[src/rtl/rfdf_pkg.sv]
// shared types and constants for the radio frame deframer and address filter
package rfdf_pkg;

  localparam int BYTE_W = 8;
  localparam int ADDR_W = 10;
  localparam int LEN_W  = 7;
  localparam int PLEN_W = 6;

  // header bytes after the length byte
  localparam logic [LEN_W-1:0] HDR_BYTES = 7'd3;

  // result kinds
  localparam logic KIND_DATA  = 1'b0;
  localparam logic KIND_EMPTY = 1'b1;

  // one result word
  typedef struct packed {
    logic              kind;
    logic [BYTE_W-1:0] payload_byte;
    logic [ADDR_W-1:0] sender_address;
    logic [PLEN_W-1:0] body_count;
    logic              last;
  } rfdf_word_t;

endpackage

[src/rtl/rfdf_ifs.sv]
// handshake channels: received bytes, result words and the address register write

interface rfdf_byte_if import rfdf_pkg::*; ();
  logic              valid;
  logic              ready;
  logic [BYTE_W-1:0] fifo_byte;

  modport source (output valid, output fifo_byte, input ready);
  modport sink   (input valid, input fifo_byte, output ready);
endinterface

interface rfdf_res_if import rfdf_pkg::*; ();
  logic              valid;
  logic              ready;
  logic              kind;
  logic [BYTE_W-1:0] payload_byte;
  logic [ADDR_W-1:0] sender_address;
  logic [PLEN_W-1:0] body_count;
  logic              last;

  modport source (output valid, output kind, output payload_byte, output sender_address,
                  output body_count, output last, input ready);
  modport sink   (input valid, input kind, input payload_byte, input sender_address,
                  input body_count, input last, output ready);
endinterface

interface rfdf_cfg_if import rfdf_pkg::*; ();
  logic              valid;
  logic              ready;
  logic [ADDR_W-1:0] station_addr;

  modport source (output valid, output station_addr, input ready);
  modport sink   (input valid, input station_addr, output ready);
endinterface

[src/rtl/rfdf_deframer.sv]
// frame parser state machine with address filter and own address register
module rfdf_deframer import rfdf_pkg::*; #(
  parameter int MAX_FRAME_LEN = 66
) (
  input  logic              clk,
  input  logic              rst,
  input  logic              take,
  input  logic [BYTE_W-1:0] fifo_byte,
  input  logic              cfg_wr,
  input  logic [ADDR_W-1:0] cfg_station_addr,
  output logic              emit,
  output rfdf_word_t        word
);

  localparam logic [2:0] PH_LEN  = 3'd0;
  localparam logic [2:0] PH_TGT  = 3'd1;
  localparam logic [2:0] PH_SND  = 3'd2;
  localparam logic [2:0] PH_CTL  = 3'd3;
  localparam logic [2:0] PH_DATA = 3'd4;
  localparam logic [2:0] PH_SKIP = 3'd5;

  localparam logic [BYTE_W-1:0] MaxLen = BYTE_W'(MAX_FRAME_LEN);

  logic [2:0]        phase, phase_next;
  logic [LEN_W-1:0]  frame_length, frame_length_next;
  logic [LEN_W-1:0]  remaining, remaining_next;
  logic [BYTE_W-1:0] target_low, target_low_next;
  logic [ADDR_W-1:0] sender_addr, sender_addr_next;
  logic [ADDR_W-1:0] station_addr;

  logic [LEN_W-1:0]  pay_cnt;
  logic [PLEN_W-1:0] pay_sat;
  logic [ADDR_W-1:0] tgt_addr;
  logic              rem_le1;

  // payload count of the current frame, and its saturated report value
  assign pay_cnt  = (frame_length >= HDR_BYTES) ? (frame_length - HDR_BYTES) : '0;
  assign pay_sat  = pay_cnt[LEN_W-1] ? {PLEN_W{1'b1}} : pay_cnt[PLEN_W-1:0];
  assign tgt_addr = {fifo_byte[3:2], target_low};
  assign rem_le1  = (remaining <= LEN_W'(1));

  // next state and result for one byte
  always_comb begin
    phase_next        = phase;
    frame_length_next = frame_length;
    remaining_next    = remaining;
    target_low_next   = target_low;
    sender_addr_next  = sender_addr;
    emit              = 1'b0;
    word.kind           = KIND_DATA;
    word.payload_byte   = '0;
    word.last           = 1'b0;
    if (take) begin
      case (phase)
        PH_TGT: begin
          target_low_next = fifo_byte;
          phase_next      = PH_SND;
        end
        PH_SND: begin
          sender_addr_next = {2'b00, fifo_byte};
          phase_next       = PH_CTL;
        end
        PH_CTL: begin
          sender_addr_next = {fifo_byte[1:0], sender_addr[BYTE_W-1:0]};
          remaining_next   = pay_cnt;
          if (tgt_addr != station_addr) begin
            phase_next = (pay_cnt == '0) ? PH_LEN : PH_SKIP;
          end else if (pay_cnt == '0) begin
            phase_next = PH_LEN;
            emit       = 1'b1;
            word.kind  = KIND_EMPTY;
            word.last  = 1'b1;
          end else begin
            phase_next = PH_DATA;
          end
        end
        PH_DATA: begin
          remaining_next    = rem_le1 ? '0 : remaining - LEN_W'(1);
          if (rem_le1) begin
            phase_next = PH_LEN;
          end
          emit              = 1'b1;
          word.payload_byte = fifo_byte;
          word.last         = rem_le1;
        end
        PH_SKIP: begin
          remaining_next = rem_le1 ? '0 : remaining - LEN_W'(1);
          if (rem_le1) begin
            phase_next = PH_LEN;
          end
        end
        default: begin
          frame_length_next = (fifo_byte > MaxLen) ? MaxLen[LEN_W-1:0] : fifo_byte[LEN_W-1:0];
          phase_next        = PH_TGT;
        end
      endcase
    end
    word.sender_address = sender_addr_next;
    word.body_count     = pay_sat;
  end

  // parser state
  always_ff @(posedge clk) begin
    if (rst) begin
      phase        <= PH_LEN;
      frame_length <= '0;
      remaining    <= '0;
      target_low   <= '0;
      sender_addr  <= '0;
    end else begin
      phase        <= phase_next;
      frame_length <= frame_length_next;
      remaining    <= remaining_next;
      target_low   <= target_low_next;
      sender_addr  <= sender_addr_next;
    end
  end

  // own address register
  always_ff @(posedge clk) begin
    if (rst) begin
      station_addr <= '0;
    end else if (cfg_wr) begin
      station_addr <= cfg_station_addr;
    end
  end

`ifndef SYNTHESIS
  a_emit_phase: assert property (@(posedge clk) disable iff (rst)
    emit |-> (phase == PH_CTL || phase == PH_DATA))
    else $error("result word outside control or data phase");
  a_data_rem: assert property (@(posedge clk) disable iff (rst)
    (phase == PH_DATA || phase == PH_SKIP) |-> (remaining != '0))
    else $error("payload phase with no bytes remaining");
  a_last_end: assert property (@(posedge clk) disable iff (rst)
    (emit && word.last) |=> (phase == PH_LEN))
    else $error("frame did not end after last word");
`endif

endmodule

[src/rtl/rfdf_out_reg.sv]
// result register between the parser and the result channel
module rfdf_out_reg import rfdf_pkg::*; (
  input  logic       clk,
  input  logic       rst,
  input  logic       load,
  input  rfdf_word_t load_word,
  input  logic       out_ready,
  output logic       out_valid,
  output rfdf_word_t out_word,
  output logic       space
);

  logic       valid_q;
  rfdf_word_t word_q;

  // room for a new word when empty or when the held word leaves this cycle
  assign space     = !valid_q || out_ready;
  assign out_valid = valid_q;
  assign out_word  = word_q;

  // valid flag
  always_ff @(posedge clk) begin
    if (rst) begin
      valid_q <= 1'b0;
    end else if (load) begin
      valid_q <= 1'b1;
    end else if (out_ready) begin
      valid_q <= 1'b0;
    end
  end

  // word payload
  always_ff @(posedge clk) begin
    if (load) begin
      word_q <= load_word;
    end
  end

`ifndef SYNTHESIS
  a_no_overwrite: assert property (@(posedge clk) disable iff (rst)
    load |-> (!valid_q || out_ready))
    else $error("result word overwritten before it was taken");
`endif

endmodule

[src/rtl/radio_frame_deframer_filter.sv]
// top level: received byte deframer with 10-bit target address filter
// latency: a result word is valid the cycle after the byte that causes it is accepted
// throughput: one byte per cycle, limited only by the single result register draining
// a byte is taken while the result register is empty or its word is taken the same cycle
// reset (rst, synchronous): parser expects a length byte, own address 0, no result held
// the address register write channel is always ready
module radio_frame_deframer_filter import rfdf_pkg::*; #(
  parameter int MAX_FRAME_LEN = 66
) (
  input  logic        clk,
  input  logic        rst,
  rfdf_byte_if.sink   rx,
  rfdf_res_if.source  res,
  rfdf_cfg_if.sink    cfg
);

  logic       take;
  logic       emit;
  logic       space;
  rfdf_word_t word;
  rfdf_word_t res_word;

  // byte handshake
  assign rx.ready  = space;
  assign take      = rx.valid && space;
  assign cfg.ready = 1'b1;

  rfdf_deframer #(
    .MAX_FRAME_LEN(MAX_FRAME_LEN)
  ) u_deframer (
    .clk              (clk),
    .rst              (rst),
    .take             (take),
    .fifo_byte        (rx.fifo_byte),
    .cfg_wr           (cfg.valid),
    .cfg_station_addr (cfg.station_addr),
    .emit             (emit),
    .word             (word)
  );

  rfdf_out_reg u_out_reg (
    .clk       (clk),
    .rst       (rst),
    .load      (emit),
    .load_word (word),
    .out_ready (res.ready),
    .out_valid (res.valid),
    .out_word  (res_word),
    .space     (space)
  );

  // result fields
  assign res.kind           = res_word.kind;
  assign res.payload_byte   = res_word.payload_byte;
  assign res.sender_address = res_word.sender_address;
  assign res.body_count     = res_word.body_count;
  assign res.last           = res_word.last;

endmodule

[src/flat_wrapper.sv]
// flat-port wrapper written by rule: the top's interface ports become plain ports
module radio_frame_deframer_filter_flat import rfdf_pkg::*;
#(
  parameter int MAX_FRAME_LEN = 66
)
  (clk, rst, rx_valid, rx_fifo_byte, rx_ready, res_valid, res_kind, res_payload_byte, res_sender_address, res_body_count, res_last, res_ready, cfg_valid, cfg_station_addr, cfg_ready);
  rfdf_byte_if rx_i ();
  rfdf_res_if res_i ();
  rfdf_cfg_if cfg_i ();
  input  logic clk;
  input  logic rst;
  input wire logic [$bits(rx_i.valid)-1:0] rx_valid;
  input wire logic [$bits(rx_i.fifo_byte)-1:0] rx_fifo_byte;
  output wire logic [$bits(rx_i.ready)-1:0] rx_ready;
  output wire logic [$bits(res_i.valid)-1:0] res_valid;
  output wire logic [$bits(res_i.kind)-1:0] res_kind;
  output wire logic [$bits(res_i.payload_byte)-1:0] res_payload_byte;
  output wire logic [$bits(res_i.sender_address)-1:0] res_sender_address;
  output wire logic [$bits(res_i.body_count)-1:0] res_body_count;
  output wire logic [$bits(res_i.last)-1:0] res_last;
  input wire logic [$bits(res_i.ready)-1:0] res_ready;
  input wire logic [$bits(cfg_i.valid)-1:0] cfg_valid;
  input wire logic [$bits(cfg_i.station_addr)-1:0] cfg_station_addr;
  output wire logic [$bits(cfg_i.ready)-1:0] cfg_ready;
  assign rx_i.valid = rx_valid;
  assign rx_i.fifo_byte = rx_fifo_byte;
  assign rx_ready = rx_i.ready;
  assign res_valid = res_i.valid;
  assign res_kind = res_i.kind;
  assign res_payload_byte = res_i.payload_byte;
  assign res_sender_address = res_i.sender_address;
  assign res_body_count = res_i.body_count;
  assign res_last = res_i.last;
  assign res_i.ready = res_ready;
  assign cfg_i.valid = cfg_valid;
  assign cfg_i.station_addr = cfg_station_addr;
  assign cfg_ready = cfg_i.ready;
  radio_frame_deframer_filter #(.MAX_FRAME_LEN(MAX_FRAME_LEN)) u_core (.clk(clk), .rst(rst), .rx(rx_i), .res(res_i), .cfg(cfg_i));
endmodule
[config.mk]
export PLATFORM = sky130hd
export DESIGN_NAME = radio_frame_deframer_filter_flat
export DESIGN_NICKNAME = d
export VERILOG_FILES = /design/src/rtl/rfdf_pkg.sv /design/src/rtl/rfdf_ifs.sv /design/src/rtl/rfdf_deframer.sv /design/src/rtl/rfdf_out_reg.sv /design/src/rtl/radio_frame_deframer_filter.sv /design/src/flat_wrapper.sv
export SDC_FILE = /design/constraint.sdc
export NUM_CORES = 1
export LEC_CHECK = 0
export BUFFER_PORTS_ARGS = -buffer_cell sky130_fd_sc_hd__buf_4
export CAP_MARGIN = 30
export CORE_MARGIN = 2
export CORE_UTILIZATION = 55
export DETAILED_ROUTE_END_ITERATION = 10
export GPL_TIMING_DRIVEN = 0
export PLACE_DENSITY = 0.78
export SKIP_CTS_REPAIR_TIMING = 1
export SLEW_MARGIN = 5
export SYNTH_ARGS = -nofsm -noshare
export SYNTH_HDL_FRONTEND = slang
export SYNTH_SLANG_ARGS = --single-unit
[constraint.sdc]
create_clock -name clk -period 5.2 [get_ports clk]
set_clock_uncertainty 0.15 [all_clocks]
set_input_delay 0.52 -clock clk [delete_from_list [all_inputs] [get_ports clk]]
set_output_delay 0.52 -clock clk [all_outputs]
set_load 0.03 [all_outputs]
-- After elaboration in Yosys (flattened, before gate mapping)
Cells that the tools add are included.
- output and inout port bits: 29
- bits of input ports: 23
- flip-flop bits (word level): 72
- logic and storage cells: 57
- bitwise gates (word level): 1
- magnitude comparators: 3
- reductions and logical operators: 14
- muxes and demuxes: 18
- equality and inequality tests: 7
- $add $sub $neg: 2
- operators with widths (cell ; count):
    2-to-1 mux 7 bit ; 3
    one-hot mux 10 bit (2 select lines) ; 1
    one-hot mux 7 bit (2 select lines) ; 1
    2-to-1 mux 3 bit ; 4
    one-hot mux 3 bit (4 select lines) ; 1
    AND reduction 2 bit ; 6
    2-to-1 mux 10 bit ; 1
    != test 10 bit ; 1
    greater-than comparator 8 x 7 -> 1 bit, second input constant ; 1
    greater-or-equal comparator 7 x 2 -> 1 bit, second input constant ; 1
    less-or-equal comparator 7 x 1 -> 1 bit, second input constant ; 1
    logical NOT 7 bit ; 1
    subtractor 7 x 1 -> 7 bit, second input constant ; 1
    subtractor 7 x 2 -> 7 bit, second input constant ; 1
    equality test 3 x 2 -> 1 bit, second input constant ; 2
    equality test 3 bit, second input constant ; 2
    2-to-1 mux 1 bit ; 5
    OR reduction 5 bit ; 1
    one-hot mux 1 bit (2 select lines) ; 2
    nonzero test 2 bit ; 2
    equality test 3 x 1 -> 1 bit, second input constant ; 1
    != test 2 x 1 -> 1 bit, second input constant ; 1
    OR reduction 2 bit ; 1
    logical AND 1 bit ; 1
    3 further kinds ; 3

-- Longest topological paths before layout
Gate-level depths: netlist of the first run.
- depth in word-level cells: 8
- depth in mapped cells: 7
- depth with buffers taken out: 7

-- Cells and area by module
A second synthesis of the first run with hierarchy kept.
- cells, all modules: 338
- area total of the unflattened synthesis: 3367.0 µm²
- by module, submodules not included (module ; cells an instance ; instances ; area an instance (µm²) ; seq. area each (µm²)):
    rfdf_deframer ; 305 ; 1 ; 2522.4 ; 900.9
    rfdf_out_reg ; 30 ; 1 ; 827.0 ; 800.8
    radio_frame_deframer_filter ; 3 ; 1 ; 17.5 ; 0.0

-- Worst setup path before layout of the first run
No wires, ideal clock.
- path kind: reg2reg
- start: register u_core.u_deframer.frame_length[1]
- end: register u_core.u_out_reg.word_q (netlist bit u_core.u_out_reg.out_word[0]), enable pin
- data required time: 4.667 ns
- cell stages (with the launch flop): 8
- period minus slack after synthesis: 2.738 ns
- data arrival time: 2.204 ns
- buffers on the path: 1
- path slack: 2.462 ns
- setup time: 0.383 ns
- cells stage by stage: dfxtp_1 ha_1 buf_2 a2111o_1 nor2_1 a41o_2 o2111ai_1 nand2_1
- longest elaborated chain between the ends: 7
- elaborated cells between the ends (all ways): 8
- classes of those cells: add/sub (1); order compare (1); mux (5); reduce/logical (1)
- ends and longest elaborated chain (item ; RTL line ; source):
    start, declared ; rfdf_deframer.sv:25 ; logic [LEN_W-1:0] frame_length, frame_length_next;
    start signal, assigned ; rfdf_deframer.sv:112 ; frame_length <= frame_length_next;
    subtractor 7 x 2 -> 7 bit / greater-or-equal comparator 7 x 2 -> 1 bit (equally long branches) ; rfdf_deframer.sv:37 ; assign pay_cnt = (frame_length >= HDR_BYTES) ? (frame_length - HDR_BYTES) : '0;
    2-to-1 mux 7 bit (*) ; rfdf_deframer.sv:37 ;
    logical NOT 7 bit (*) ; rfdf_deframer.sv:68 ; end else if (pay_cnt == '0) begin
    2-to-1 mux 1 bit (*) ; rfdf_deframer.sv:68 ;
    2-to-1 mux 1 bit (*) ; rfdf_deframer.sv:66 ; if (tgt_addr != station_addr) begin
    one-hot mux 1 bit (2 select lines) (*) ; rfdf_deframer.sv:54 ; case (phase)
    2-to-1 mux 1 bit (*) ; rfdf_deframer.sv:53 ; if (take) begin
    net u_core.emit ; radio_frame_deframer_filter.sv:18 ; logic emit;
    end signal, assigned ; rfdf_out_reg.sv:35 ; word_q <= load_word;
    end, declared ; rfdf_out_reg.sv:14 ; rfdf_word_t word_q;
Mark *: on every way through the listed nets, which the timed path passes. The rest lies on a longest branch.
A chain may end at the register's enable or synchronous reset.

-- Worst setup path in the final report of the first run
- start: register u_core.u_deframer.frame_length[1]
- end: register u_core.u_out_reg.word_q (netlist bit u_core.u_out_reg.out_word[8]), enable pin
Same word-level chain as after synthesis.

==> results of run 1 <==
[cells in the mapped netlist, types with 2 or more instances]
master / n / area [µm²]
a211oi_1: 3 / 22.5
a21oi_1: 14 / 70.1
a22oi_1: 5 / 37.5
a31oi_1: 3 / 18.8
a32o_1: 2 / 20.0
and2_1: 18 / 113
buf_2: 4 / 20.0
buf_6: 4 / 45.0
clkbuf_1: 7 / 26.3
dfxtp_1: 46 / 921
edfxtp_1: 26 / 781
ha_1: 3 / 37.5
inv_1: 7 / 26.3
mux2_2: 9 / 101
mux2i_1: 20 / 200
nand2_1: 21 / 78.8
nand2b_1: 5 / 31.3
nand3_1: 3 / 15.0
nand3b_1: 3 / 22.5
nand4_1: 2 / 12.5
nor2_1: 43 / 161
nor3_1: 7 / 35.0
nor4_1: 4 / 25.0
o21a_1: 2 / 15.0
o21ai_0: 16 / 80.1
o22ai_1: 3 / 18.8
or2_2: 2 / 12.5
or3_1: 3 / 18.8
xnor2_1: 10 / 87.6
[power groups by stage]
| stage | combinational [µW] | clock, µW | sequential, µW |
|---|---|---|---|
| 5_1_grt | 183 | 508 | 620 |
| 4_1_cts | 166 | 486 | 618 |
| 3_3_place_gp | 161 | 0 | 630 |
| 3_5_place_dp | 164 | 0 | 631 |
| 6_report | 167 | 481 | 618 |
| 2_1_floorplan | 107 | 0 | 636 |
[layout make-up]
class	count	share of cell area, %
buffer	19	3.00
tap	75	2.32
inverter	7	0.651
sequential	72	42.1
multi-input combinational	227	36.7
clock buffer	11	4.03
timing repair buffer	49	9.60
clock inverter	5	1.52
[state kept, by name (all words and copies together) (netlist names)]
| register | count |
|---|---|
| u_core.u_deframer.frame_length | 7 |
| u_core.u_deframer.phase | 3 |
| u_core.u_deframer.remaining | 7 |
| u_core.u_deframer.sender_addr | 10 |
| u_core.u_deframer.station_addr | 10 |
| u_core.u_deframer.target_low | 8 |
| u_core.u_out_reg.out_valid | 1 |
| u_core.u_out_reg.out_word | 26 |
[placed cells by master, fill, tap and decap left out, drive strengths merged, types with 4 or more instances in the layout]
master,instances
buf,59
clkbuf,20
or3,4
a22oi,5
o21ai,17
mux2,9
dfxtp,46
and2,19
inv,8
a21oi,14
nand2b,5
mux2i,20
nor3,8
xnor2,10
nand2,21
nor2,43
edfxtp,26
nor4,4
[layer usage]
layer  wire (µm)  track usage, %  up-vias  part of all wire, %
met5           0               0        -                    0
met4         157            11.3        0                  2.2
met3         348            4.29       14                  4.8
met2        3390            38.0       91                   47
met1        3370            31.7     1202                   46
li1            -               -     1275                    -
[worst max-delay path by stage]
stage / from / end / slack, ns / depth (start not counted)
finish: u_core.u_deframer.frame_length[1]$_SDFFE_PP0P_ / u_core.u_out_reg.out_word[8]$_DFFE_PP_ / 2.08 / 8
global route: u_core.u_deframer.frame_length[1]$_SDFFE_PP0P_ / u_core.u_out_reg.out_word[11]$_DFFE_PP_ / 1.96 / 8
CTS: u_core.u_deframer.frame_length[1]$_SDFFE_PP0P_ / u_core.u_out_reg.out_word[8]$_DFFE_PP_ / 2.10 / 8
detailed placement: u_core.u_deframer.frame_length[1]$_SDFFE_PP0P_ / u_core.u_out_reg.out_word[14]$_DFFE_PP_ / 2.12 / 8
global placement: u_core.u_deframer.frame_length[1]$_SDFFE_PP0P_ / u_core.u_out_reg.out_word[10]$_DFFE_PP_ / 1.85 / 7
floorplan: u_core.u_deframer.frame_length[1]$_SDFFE_PP0P_ / u_core.u_out_reg.out_word[0]$_SDFFCE_PN0P_ / 2.46 / 7
[stage by stage]
| step | hold WS [ns] | setup slack (ns) | utilization (%) | instances | total power [µW] |
|---|---|---|---|---|---|
| 6_report | 0.243 | 2.08 | 68.6 | 465 | 1270 |
| 5_1_grt | 0.254 | 1.96 | 68.6 | 465 | 1310 |
| 4_1_cts | 0.230 | 2.10 | 68.6 | 465 | 1270 |
| 3_5_place_dp | 0.303 | 2.12 | 64.8 | 449 | 795 |
| 3_3_place_gp | 0.298 | 1.85 | 64.3 | 448 | 791 |
| 2_1_floorplan | 0.289 | 2.46 | - | 325 | 742 |
[logic make-up after synthesis]
| group | count (synthesis) | synth area share (%) |
|---|---|---|
| AND/OR/NAND/NOR | 118 | 17.6 |
| flip-flops | 72 | 51.1 |
| AO/OA/AOI/OAI | 65 | 13.7 |
| multiplexers | 29 | 9.05 |
| buffers and inverters | 26 | 4.43 |
| XOR/XNOR | 11 | 2.89 |
| adder cells (fa/ha/maj) | 3 | 1.13 |
| other | 1 | 0.113 |
==> reports/metrics.cfg, run 1 <==
[finish]
multi_input_comb_area_um2 = 1480
n_antenna_cell = 0
drive_gt1_share_pct = 25.1
postLayoutCellArea_um2 = 4040
final_nets = 411
layout-area-overhead-vs-synth_pct = 21.2
regArea_um2 = 1700
fillCellCount = 487

[sta]
final.period_utilization_pct = 59.9
hold_viol = 0
final-max-slew-violation-count = 0
max_slew_margin_pct = 51.5
min_period_ns = 3.12
worst_pin_slew_ns = 0.724
max_freq_ghz = 0.321
timing.final.setup_violations = 0
grt_setup_unrepaired = false
tns_ns = 0

[place]
gp_congestion = 0.836
placed_cell_area_um2 = 3810
dp_hpwl_mm = 5.22
numPortBuffers = 48

[floorplanning]
core_area_um2 = 5890
std_cell_rows = 28
die_area_um2 = 6700
dieWidth_um = 81.9
initial_core_util_pct = 56.6
pin_count = 52
die_y_extent_um = 81.9

[cts]
cts_buffer_depth = 2
cts.clk_slew.worst_paths_ns = 0.08
numCtsBuffers = 9
cts_tree = done
clk_root_buffer_cell = clkbuf_8
clock_sink_count = 72
h-tree-depth = 3
clk_latency_ns = 0.35

[power_and_ir_drop]
max-vdd-ir-drop_v = 0.000162
p_leak_uw = 0.00168
power_density_nw_per_um2 = 313
power_report.internal_total_uw = 942
net_load_switching_power_uw = 324
switching_share_pct = 25.6
combinationalPowerShare_pct = 13.2
seqPwrFrac_pct = 48.8
share_clk_of_total_power_pct = 38.0

[global_route]
antenna_violations_before_repair = 0
number_of_global_route_vias_before_repair = 2364
grt_max_degree = 18
global_route_wire_length_before_repair_mm = 11.9
global_route_total_usage_across_every_layer_pct = 23.9
overflow = 0

[detailed_routing]
route.final.wire_length_mm = 7.27
ant_nets = 0
overall_via_count_from_detail_route = 2582
detail_route.wl_per_cell_um = 15.6
detailedRoute.firstIterationViolations = 183
post-route-drc-count = 0
drt_first_pass_iters = 5
detail_route.vias_per_cell = 5.55

[critical_path]
worst_case_register_to_register_setup_slack_ns = 2.08
worst_setup_path_end_kind = register
crit_path_top_delay_cell = nand2_1
ff_to_ff_start = u_core.u_deframer.frame_length[1]$_SDFFE_PP0P_
crit_family = compound AO/OA/AOI/OAI gates
worst-endpoint-required_ns = 5.11
timing.critical_path.buf_inv = 2
cp_data_arrival_time_ns = 3.03
critical_path.max_fanout = 17
path_cells = ha_1 > buf_2 > a2111o_1 > nor2_1 > a41o_2 > o2111ai_1 > nand2_1 > buf_16
timing.reg2reg.worst_path_depth = 8
r2r-end = u_core.u_out_reg.out_word[8]$_DFFE_PP_
cp_slowest_stage_delay_ns = 0.51
type_of_the_worst_setup_path = register to register
critPathLaunchType = register

[worst_hold_path]
worst_hold_stages = 2
min_delay_worst_endpoint = u_core.u_deframer.remaining[0]$_SDFFE_PP0P_
launch_point_of_the_worst_hold_path = rst
worstHoldPathType = input port to register

[yosys]
synth_fp_nets = 351
synth-async-reset-ratio_pct = 0
mappedNetlistArea_um2 = 3330
seq_total_area_yosys_pct = 51.1
synthFlopType = dfxtp_1
yosysWarningCount = 0
ys_ff_latch = 72
post_synth.cell_area_avg_um2 = 10.3
postSynthCellCount = 325
synth.lib_cells_used.distinct = 59
synth_edf_count = 26

[flow_run]
max_cap_viol_count = 0

[status]
run_status = complete, no violations

(Power assumes the default switching activity.)
==> run 2: changes to the inputs <==
==> constraint.sdc (replaced) <==
create_clock -name clk -period 2.89 [get_ports clk]
set_clock_uncertainty 0.15 [all_clocks]
set_input_delay 0.289 -clock clk [delete_from_list [all_inputs] [get_ports clk]]
set_output_delay 0.289 -clock clk [all_outputs]
set_load 0.03 [all_outputs]
==> run 2 against run 1 <==
Net effect:
- clock-buffer cell count is the same
- die area unchanged
- sequential power grew 80%
- total power increased by 80%
- combinational power increased by 81%
- worst hold slack lost 0.23 ns
- critical path type unchanged
- critical endpoint unchanged
- largest cell class unchanged
- highest routed layer unchanged
==> reports/metrics.cfg, run 2 (same netlist as run 1, synthesis figures left out) <==
[floorplanning]
pin_count = 52
die_area_um2 = 6700
die_y_extent_um = 81.9
initial_core_util_pct = 56.6
dieWidth_um = 81.9
core_area_um2 = 5890
std_cell_rows = 28

[cts]
numCtsBuffers = 9
clk_root_buffer_cell = clkbuf_8
clock_sink_count = 72
cts.clk_slew.worst_paths_ns = 0.07
clk_latency_ns = 0.35
cts_tree = done
h-tree-depth = 3
cts_buffer_depth = 2

[place]
gp_congestion = 0.836
detailedPlace.worstSlack_ns = -0.190
dp_hpwl_mm = 5.22
numPortBuffers = 48

[power_and_ir_drop]
power_density_nw_per_um2 = 561
p_leak_uw = 0.00169
power_uw = 2280
max-vdd-ir-drop_v = 0.000292

[sta]
final-max-slew-violation-count = 0
hold_ws_ns = 0.0151
final.period_utilization_pct = 94.2
timing.final.setup_violations = 0
hold_viol = 0
max_slew_margin_pct = 52.7
grt_setup_unrepaired = false
worst_pin_slew_ns = 0.706
final.setup.worst_slack_ns = 0.169
max_freq_ghz = 0.367
min_period_ns = 2.72

[finish]
layout-area-overhead-vs-synth_pct = 21.9
fillCellCount = 483
mostFrequentLayoutCell = buf_4
commonest_cells_after_routing_fill_and_taps_aside = 51 x buf_4, 46 x dfxtp_1, 42 x nor2_1, 26 x edfxtp_1
final_nets = 413
largest_register_ffs = 26
n_antenna_cell = 0
drive_gt1_share_pct = 26.0

[critical_path]
type_of_the_worst_setup_path = register to register
cp_slowest_stage_delay_ns = 0.47
ff_to_ff_start = u_core.u_deframer.frame_length[1]$_SDFFE_PP0P_
worst_case_register_to_register_setup_slack_ns = 0.17
critical_path.max_fanout = 17
timing.reg2reg.worst_path_depth = 8
crit_family = compound AO/OA/AOI/OAI gates
critPathLaunchType = register
cp_data_arrival_time_ns = 2.63
timing.critical_path.buf_inv = 2
path_cells = ha_1 > buf_2 > a2111o_1 > nor2_2 > a41o_2 > o2111ai_1 > nand2_4 > buf_16
worst-endpoint-required_ns = 2.80
r2r-end = u_core.u_out_reg.out_word[8]$_DFFE_PP_
crit_path_top_delay_cell = a2111o_1
worst_setup_path_end_kind = register

[detailed_routing]
post-route-drc-count = 0
ant_nets = 0
route.final.wire_length_mm = 7.31
drt_first_pass_iters = 4
overall_via_count_from_detail_route = 2590
detailedRoute.firstIterationViolations = 178
detail_route.wl_per_cell_um = 15.6
detail_route.vias_per_cell = 5.55

[worst_hold_path]
min_delay_worst_endpoint = u_core.u_deframer.remaining[0]$_SDFFE_PP0P_
launch_point_of_the_worst_hold_path = rst
worst_hold_stages = 2
worstHoldPathType = input port to register

[status]
run_status = complete, no violations

[global_route]
global_route_wire_length_before_repair_mm = 11.9
antenna_violations_before_repair = 0
grt_max_degree = 18
global_route_total_usage_across_every_layer_pct = 23.9
overflow = 0
number_of_global_route_vias_before_repair = 2364

[flow_run]
max_cap_viol_count = 0

-- run 2: how the worst max path moves through the flow --
| stage | end | depth (start not counted) | from | slack, ns |
|---|---|---|---|---|
| 6_report | u_core.u_out_reg.out_word[8]$_DFFE_PP_ | 8 | u_core.u_deframer.frame_length[1]$_SDFFE_PP0P_ | 0.17 |
| 5_1_grt | u_core.u_out_reg.out_word[11]$_DFFE_PP_ | 8 | u_core.u_deframer.frame_length[1]$_SDFFE_PP0P_ | 0.09 |
| 4_1_cts | u_core.u_out_reg.out_word[8]$_DFFE_PP_ | 8 | u_core.u_deframer.frame_length[1]$_SDFFE_PP0P_ | -0.21 |
| 3_5_place_dp | u_core.u_out_reg.out_word[14]$_DFFE_PP_ | 8 | u_core.u_deframer.frame_length[1]$_SDFFE_PP0P_ | -0.19 |
| 3_3_place_gp | u_core.u_out_reg.out_word[10]$_DFFE_PP_ | 7 | u_core.u_deframer.frame_length[1]$_SDFFE_PP0P_ | -0.46 |
| 2_1_floorplan | u_core.u_out_reg.out_word[0]$_SDFFCE_PN0P_ | 7 | u_core.u_deframer.frame_length[1]$_SDFFE_PP0P_ | 0.15 |
-- run 2: where the power goes --
group	internal, µW	switching, µW	total, µW
combinational	132	171	303
clock	479	384	863
sequential	1090	25.7	1110
total	1700	581	2280
-- run 2: metal layers --
layer	global-route usage, %	vias to the layer above	share of wire, %
met5	0	-	0
met4	11.3	0	1.9
met3	4.29	11	6.1
met2	38.0	91	47
met1	31.7	1207	45
li1	-	1281	-
-- run 2: area by class of cell --
| type | instances | area (µm²) | share of cell area [%] |
|---|---|---|---|
| Tap cell | 75 | 93.8 | 2.31 |
| Clock buffer | 11 | 163 | 4.00 |
| Inverter | 7 | 26.3 | 0.647 |
| Buffer | 19 | 121 | 2.99 |
| Multi-Input combinational cell | 227 | 1490 | 36.8 |
| Sequential cell | 72 | 1700 | 41.9 |
| Clock inverter | 5 | 61.3 | 1.51 |
| Timing Repair Buffer | 51 | 403 | 9.91 |
-- run 2: through the flow --
step / cells / cell area [µm²] / utilization, % / setup TNS, ns
after floorplan: 325 / 3330 / - / 0
after global routing: 467 / 4060 / 69.0 / 0
after CTS: 465 / 4040 / 68.6 / -3.98
after global placement: 448 / 3790 / 64.3 / -11.81
after detailed placement: 449 / 3810 / 64.8 / -3.48
final: 467 / 4060 / 69.0 / 0
